File: src/hdl/prfr_pkg.sv
`timescale 1ns / 1ps
// Shared types and constants of the polynomial-from-roots block.
// No dependencies; every other file refers to it by scoped names.
package prfr_pkg;

  localparam int DataW   = 32;
  localparam int IdxW    = 6;
  localparam int StepW   = $clog2(DataW);
  localparam int CfgIdxW = 1;

  localparam logic [CfgIdxW-1:0] CFG_MODULUS   = 1'd0;
  localparam logic [CfgIdxW-1:0] CFG_NULL_ROOT = 1'd1;

  localparam logic [DataW-1:0] MOD_RESET = 32'd65537;

  typedef enum logic [1:0] {
    RED_IDLE,
    RED_RUN,
    RED_FIN,
    RED_HOLD
  } red_state_e;

  typedef enum logic [1:0] {
    CH_IDLE,
    CH_STEP,
    CH_EMIT
  } chain_state_e;

  typedef struct packed {
    logic step;
    logic first;
    logic last;
    logic clr;
    logic shift;
  } prfr_ctrl_t;

endpackage

File: src/hdl/prfr_cell.sv
`timescale 1ns / 1ps
// One cell of the coefficient chain: holds a coefficient and folds in
// t times its upper neighbor, one bit per cycle. Depends on prfr_pkg.
module prfr_cell (
  input  logic                       clk_i,
  input  prfr_pkg::prfr_ctrl_t       ctrl_i,
  input  logic [prfr_pkg::DataW-1:0] t_i,
  input  logic [prfr_pkg::DataW:0]   mod_i,
  input  logic                       nb_bit_i,
  input  logic [prfr_pkg::DataW-1:0] nb_word_i,
  output logic                       msb_o,
  output logic [prfr_pkg::DataW-1:0] coef_o
);

  logic [prfr_pkg::DataW-1:0] acc_q, acc_d, coef_q, coef_d, acc_prev;
  logic                       c_bit;
  logic [prfr_pkg::DataW+1:0] sum, mod_x, mod2_x, sub1, sub2;

  assign acc_prev = ctrl_i.first ? '0 : acc_q;
  // at row start the stored words are stale, read them as zero
  assign c_bit    = coef_q[prfr_pkg::DataW-1] & ~ctrl_i.clr;
  assign mod_x    = {1'b0, mod_i};
  assign mod2_x   = {mod_i, 1'b0};
  // acc < m, t < m: 2*acc + t + 1 stays below 3*m
  assign sum      = {1'b0, acc_prev, 1'b0} + (nb_bit_i ? {2'b00, t_i} : '0)
                  + {{(prfr_pkg::DataW + 1){1'b0}}, c_bit};
  assign sub1     = sum - mod_x;
  assign sub2     = sum - mod2_x;

  always_comb begin
    priority if (sum >= mod2_x) begin
      acc_d = sub2[prfr_pkg::DataW-1:0];
    end else if (sum >= mod_x) begin
      acc_d = sub1[prfr_pkg::DataW-1:0];
    end else begin
      acc_d = sum[prfr_pkg::DataW-1:0];
    end
  end

  always_comb begin
    priority if (ctrl_i.shift) begin
      coef_d = nb_word_i;
    end else if (ctrl_i.step) begin
      coef_d = ctrl_i.last ? acc_d
                           : {coef_q[prfr_pkg::DataW-2:0], coef_q[prfr_pkg::DataW-1]};
    end else begin
      coef_d = coef_q;
    end
  end

  always_ff @(posedge clk_i) begin
    if (ctrl_i.step) begin
      acc_q <= acc_d;
    end
    coef_q <= coef_d;
  end

  assign msb_o  = coef_q[prfr_pkg::DataW-1];
  assign coef_o = coef_q;

endmodule

File: config.mk
export PLATFORM = sky130hd
export DESIGN_NAME = prfr_cell
export DESIGN_NICKNAME = d
export VERILOG_FILES = /design/src/hdl/prfr_pkg.sv /design/src/hdl/prfr_cell.sv
export SDC_FILE = /design/constraint.sdc
export NUM_CORES = 1
export LEC_CHECK = 0
export ABC_AREA = 0
export BUFFER_PORTS_ARGS = -buffer_cell sky130_fd_sc_hd__buf_2
export CORE_MARGIN = 10
export CORE_UTILIZATION = 35
export CTS_CLUSTER_SIZE = 24
export DETAILED_ROUTE_END_ITERATION = 12
export HOLD_SLACK_MARGIN = 0.1
export PLACE_DENSITY_LB_ADDON = 0.1
export SYNTH_ARGS = -nofsm -noshare
export SYNTH_HDL_FRONTEND = slang
export SYNTH_SLANG_ARGS = --single-unit
File: constraint.sdc
create_clock -name clk_i -period 6.9 [get_ports clk_i]
set_input_delay 0 -clock clk_i [delete_from_list [all_inputs] [get_ports clk_i]]
set_output_delay 0 -clock clk_i [all_outputs]
set_load 0.03 [all_outputs]
==> impl_metrics.tcl, run 1 <==
set metrics [dict create \
    outcome "complete, no violations" \
    fin_skew_ns 0.0122 \
    critPathMaxFanout 21 \
    ys_ff_latch 64 \
    avgSynthCellArea_um2 8.00 \
    post-place-ws_ns 0.732 \
    cp.required_ns 6.97 \
    port_buffers 136 \
    cts_tree "yes" \
    die_area_um2 32700 \
    slowest_stage "or4_1" \
    rr_worst_depth 21 \
    crit_type "flop to flop" \
    syn-cell-area_um2 9050 \
    cts.sink_count 64 \
    finalHoldViolCount 0 \
    grt_max_degree 53 \
    insertion_delay_ns 0.36 \
    tightest_slew_ns 0.931 \
    rsz0062_at_grt "false" \
    gp_congestion 0.912 \
    firstDrtPassIters 6 \
    power.density_nw_per_um2 428 \
    maxCapViolCount 0 \
    r2r_slack_ns 0.57 \
    crit_chain "nor2b_1 -> ha_1 -> fa_1 -> a21o_1 -> a21oi_1 -> o21a_2 -> nor2_1 -> or4_1 -> a211oi_1 -> nor2_1 -> xnor2_2 -> ha_1 -> a21o_1 -> a211oi_1 -> o21ai_0 -> a31o_2 -> o21ai_4 -> nand2_2 -> buf_4 -> o21ai_0 -> o221ai_1" \
    pin_count 137 \
    antenna_found_initial 0 \
    synth.top_cell.area_share 0.212 \
    wl_um 35800 \
    die_x_um 181 \
    htree_num_levels 3 \
    finalSetupViolCount 0 \
    nets 1478 \
    drc 0 \
    max_stage_delay_ns 0.56 \
    ys_types 84 \
    synth_area_leader_cell "edfxtp_1" \
    multiInputGateArea_um2 6620 \
    finalSetupTns_ns 0 \
    period_minus_slack_ns 6.33 \
    cts.path.max_buffers 2 \
    grt_pass1_wl_um 54400 \
    cp-start-kind "flop" \
    peakVddDrop_v 0.000147 \
    hpwl_um 29100 \
    grt_usage 0.210 \
    fillCellCount 2627 \
    relSlewSlack 0.379 \
    min_path_cells 3 \
    crit_path_end_kind "flop" \
    grt_pass1_vias 9061 \
    cts_buffers 9 \
    whs_endpoint "coef_o[12]" \
    num_antenna_cells 0 \
    timing.final.crit_share 0.917 \
    cts_resized 0 \
    vias 9116 \
    min_from "nb_word_i[12]" \
    fmax_mhz 158 \
    coreArea_um2 25300 \
    hold_class "input port to flop" \
    synth_enable_flop_cells 64 \
    std_cell_rows 58 \
    area_growth_pct 16.5 \
    drive_gt1_frac 0.156 \
    root_buffer "clkbuf_16" \
    power.leakage_uw 0.00485 \
    drt_iter0_drc 913 \
    wire_per_inst_um 22.3 \
    worst_slack_ns 0.570 \
    via_per_inst 5.67 \
    maxSlewViolCount 0 \
    synth_cells 1131 \
    syn-num-nets 1336 \
    ys.flop_type "edfxtp_1" \
    initial_core_util 0.357 \
    cts.clk_slew.worst_paths_ns 0.06 \
    ys_warn_count 0 \
    overflow 0 \
    synthMostInstantiatedCell "a21oi_1" \
    synth.area.top_cells "edfxtp_1 21%, ha_1 14%, a21oi_1 6.0%" \
    power_uw 4510 \
    worstReg2RegStart "coef_o[31]" \
    die-height_um 181 \
    synth_async_sr_flop_share 0 \
    ys_seq_area_frac 0.212 \
    yosys-top-cells-count "109 x a21oi_1, 104 x nand2_1, 98 x ha_1" \
    arrival_ns 6.40 \
    r2r_end "coef_o[10]" \
    seq_area_um2 1920 \
    ant_nets 0 \
]
-- report_power, final --
group	leakage (µW)	internal (µW)	switching, µW
clock network	0.000138	277	199
logic	0.00406	1210	2060
registers	0.000650	660	100
total	0.00485	2150	2360
-- placed cells by master, fill, tap and decap left out, types with 26 or more instances in the layout --
master | synthesis | final
inv_1 | 72 | 72
xor2_1 | 32 | 32
ha_1 | 98 | 98
edfxtp_1 | 64 | 64
o21ai_0 | 67 | 67
dlygate4sd3_1 | 0 | 26
buf_2 | 14 | 136
nor2_1 | 73 | 73
nand3_1 | 29 | 29
a21o_1 | 40 | 40
nand2_1 | 104 | 104
xnor2_1 | 50 | 50
and2_1 | 37 | 37
a21oi_1 | 109 | 109
nor2b_1 | 39 | 39
-- critical path, delay by kind of cell (launching register included) --
| kind | cells | cell delay (ns) |
|---|---|---|
| AO/OA/AOI/OAI | 11 | 2.66 |
| flip-flops | 1 | 0.42 |
| XOR/XNOR | 1 | 0.32 |
| AND/OR/NAND/NOR | 5 | 1.27 |
| adder cells (fa/ha/maj) | 3 | 1.03 |
| buffers and inverters | 1 | 0.33 |
-- registers in the layout (all words and copies together), names as in the netlist --
signal	cells
acc_q	32
coef_o	32
-- timing repair --
action	in CTS	in global routing
setup buffers	0	0
endpoints found under the hold margin	26	0
hold buffers	26	0
-- cell type report --
cell class | count | area share
Clock inverter | 5 | 0.00451
Clock buffer | 11 | 0.0221
Timing Repair Buffer | 174 | 0.0978
Sequential cell | 64 | 0.182
Inverter | 73 | 0.0260
Multi-Input combinational cell | 951 | 0.628
Tap cell | 330 | 0.0392
-- worst max path at each step --
stage | start | endpoint | slack (ns) | depth (start not counted)
6_report | coef_o[31] | coef_o[10] | 0.57 | 21
5_1_grt | coef_o[31] | coef_o[10] | 0.37 | 21
4_1_cts | coef_o[31] | coef_o[11] | 0.71 | 21
3_5_place_dp | nb_bit_i | coef_o[14] | 0.73 | 21
3_3_place_gp | nb_bit_i | coef_o[14] | 0.84 | 22
2_1_floorplan | coef_o[31] | coef_o[26] | 1.71 | 21
-- through the flow --
stage | utilization | area [µm²] | hold WS, ns | instances
after global placement | 0.395 | 10000 | 0.290 | 1566
after global routing | 0.416 | 10500 | 0.124 | 1608
after floorplan | - | 9050 | 0.112 | 1131
final | 0.416 | 10500 | 0.127 | 1608
after detailed placement | 0.395 | 10000 | 0.289 | 1566
after CTS | 0.416 | 10500 | 0.107 | 1608
-- logic make-up (layout without fill, tap and decap cells) --
| kind of cell | after synthesis | in the layout | synth area share |
|---|---|---|---|
| xor gates and xnor gates | 83 | 83 | 0.0812 |
| DFF | 64 | 64 | 0.212 |
| muxes | 15 | 15 | 0.0170 |
| buffers and inverters | 116 | 263 | 0.0555 |
| AOI/OAI and AO/OA | 396 | 396 | 0.297 |
| adders and majority gates | 101 | 101 | 0.142 |
| and+or+nand+nor | 356 | 356 | 0.195 |
-- routing by layer --
layer / wire length (µm) / vias to the layer above / share of wire / global-route usage
met5: 0 / - / 0 / 0
met4: 699 / 0 / 0.020 / 0.0551
met3: 2600 / 32 / 0.073 / 0.0364
met2: 15800 / 357 / 0.44 / 0.331
met1: 16700 / 4268 / 0.47 / 0.289
li1: - / 4459 / - / -
Power figures use the tool's default switching activity.
==> run 2, diff against run 1 <==
--- a/config.mk
+++ b/config.mk
@@ -7,6 +7,7 @@
 export LEC_CHECK = 0
 export ABC_AREA = 0
 export BUFFER_PORTS_ARGS = -buffer_cell sky130_fd_sc_hd__buf_2
+export CORE_ASPECT_RATIO = 1.25
 export CORE_MARGIN = 10
 export CORE_UTILIZATION = 35
 export CTS_CLUSTER_SIZE = 24
==> constraint.sdc (replaced) <==
create_clock -name clk_i -period 5.6 [get_ports clk_i]
set_input_delay 0 -clock clk_i [delete_from_list [all_inputs] [get_ports clk_i]]
set_output_delay 0 -clock clk_i [all_outputs]
set_load 0.03 [all_outputs]
==> run 2 against run 1 <==
Global-route usage rose by 0.80 points; flip-flop and latch count is the same; first-iteration DRC count fell by 23%; final cell count increased by 5.0%; design area is 8.2% higher; sequential share of layout area fell by 1.4 points; via count up 3.5%; critical path type unchanged.
==> impl_metrics.tcl, run 2 (synthesized netlist as in run 1, its figures left out) <==
set metrics [dict create \
    outcome "complete, no violations" \
    fmax_mhz 184 \
    drive_gt1_frac 0.223 \
    maxCapViolCount 0 \
    drt_iter0_drc 705 \
    peakVddDrop_v 0.000197 \
    tightest_slew_ns 1.04 \
    grt_pass1_vias 9470 \
    antenna_found_initial 0 \
    finalSetupTns_ns 0 \
    cts.path.max_buffers 2 \
    crit_chain "nor2b_1 -> ha_1 -> fa_1 -> a21o_1 -> a21oi_2 -> o21a_2 -> o21ai_0 -> a31oi_1 -> xnor2_1 -> ha_1 -> o21a_1 -> a21oi_1 -> o21ai_0 -> a21oi_1 -> o221ai_2 -> buf_4 -> a21oi_4 -> o21a_4 -> buf_12 -> a2bb2oi_1 -> nor2_1 -> a221o_1" \
    grt_usage 0.218 \
    relSlewSlack 0.309 \
    num_antenna_cells 0 \
    hpwl_um 28800 \
    power.density_nw_per_um2 525 \
    layout_common_cells "136 x buf_2, 106 x a21oi_1, 104 x nand2_1, 95 x ha_1, 78 x buf_4" \
    arrival_ns 5.55 \
    cp_top_family "compound AO/OA/AOI/OAI gates" \
    cp-start-kind "flop" \
    timing.final.crit_share 0.973 \
    cts_tree "yes" \
    fin_skew_ns 0.00935 \
    wire_per_inst_um 21.6 \
    die-height_um 200 \
    post-route-cell-area_um2 11400 \
    cts_buffers 9 \
    crit_type "flop to flop" \
    root_buffer "clkbuf_16" \
    coreArea_um2 25400 \
    power.leakage_uw 0.00531 \
    grt_max_degree 53 \
    finalHoldViolCount 0 \
    final_common_cell "buf_2" \
    htree_num_levels 3 \
    die_area_um2 32700 \
    initial_core_util 0.357 \
    hold_ws_ns 0.126 \
    crit_buf_inv 2 \
    crit_path_end_kind "flop" \
    cts.sink_count 64 \
    gp_congestion 0.934 \
    cp.required_ns 5.70 \
    ant_nets 0 \
    via_per_inst 5.59 \
    hold_class "input port to flop" \
    std_cell_rows 65 \
    maxSlewViolCount 0 \
    grt_pass1_wl_um 54900 \
    cts.clk_slew.worst_paths_ns 0.06 \
    critPathMaxFanout 20 \
    finalSetupViolCount 0 \
    die_x_um 164 \
    overflow 0 \
    port_buffers 136 \
    insertion_delay_ns 0.35 \
    firstDrtPassIters 6 \
    vias 9435 \
    nets 1554 \
    slowest_stage "fa_1" \
    rsz0062_at_grt "true" \
    place_area_um2 10600 \
    max_stage_delay_ns 0.42 \
    pin_count 137 \
    drc 0 \
    wl_um 36600 \
    area_growth_pct 26.1 \
    period_minus_slack_ns 5.45 \
]
## run 2: cell count changes in the layout (fill, tap and decap cells not counted), sizes merged
cell / previous run / this run
bufinv: 1 / 3
buf: 148 / 219
clkbuf: 11 / 9
and2: 38 / 40
clkinvlp: 0 / 1
dlygate4sd3: 26 / 29
clkinv: 5 / 4
## run 2: area by class of cell
cell class	instances	area, µm²
clock buffers	9	225
clock inverters	7	110
fillers	2602	14000
inverters	73	274
multi-input cells	953	6810
flip-flops and latches	64	1920
well taps	335	419
repair buffers	248	1650
## run 2: worst reg2reg max path, cell delays in order, from the launching register on
cell       delay [ns]
edfxtp_1         0.40
nor2b_1          0.15
ha_1             0.21
fa_1             0.42
a21o_1           0.19
a21oi_2          0.17
o21a_2           0.26
o21ai_0          0.18
a31oi_1          0.24
xnor2_1          0.27
ha_1             0.39
o21a_1           0.20
a21oi_1          0.21
o21ai_0          0.11
a21oi_1          0.19
o221ai_2         0.13
buf_4            0.20
a21oi_4          0.29
o21a_4           0.26
buf_12           0.20
a2bb2oi_1        0.18
nor2_1           0.05
a221o_1          0.29
## run 2: path summary, 6_finish.rpt
path              cells after the start  slack [ns]    startpoint          to
setup reg to reg                     22        0.15    coef_o[31]   coef_o[6]
hold reg to reg                       2        0.63    coef_o[28]  coef_o[29]
hold / removal                        3        0.13  nb_word_i[8]   coef_o[8]
setup / recovery                     22        0.15    coef_o[31]   coef_o[6]
## run 2: routing by layer
metal  track usage  vias to the layer above  part of all wire
met1         0.284                     4474              0.45
li1              -                     4613                 -
met4        0.0534                        0             0.019
met2         0.373                      301              0.48
met3        0.0285                       47             0.049
met5             0                        -                 0
## run 2: where the power goes
group          switching (µW)  internal, µW
clock network             255           432
registers                 106           812
logic                    2550          1840
total                    2910          3080
## run 2: stage by stage
stage	total power [µW]	utilization	setup slack (ns)	std cells
2_1_floorplan	3770	-	0.409	1131
3_3_place_gp	5120	0.416	-0.0818	1636
3_5_place_dp	5090	0.416	-0.138	1636
4_1_cts	5860	0.442	0.00913	1684
5_1_grt	6430	0.450	-0.0663	1689
6_report	5990	0.450	0.154	1689
## run 2: timing repair
item / CTS / global route
resized for setup: 6 / 30
pin swaps: 1 / 9
hold buffers: 29 / 0
gates cloned: 1 / 1
endpoints found under the hold margin: 29 / 0
buffers inserted: 2 / 4
endpoints found under the setup margin: 11 / 60
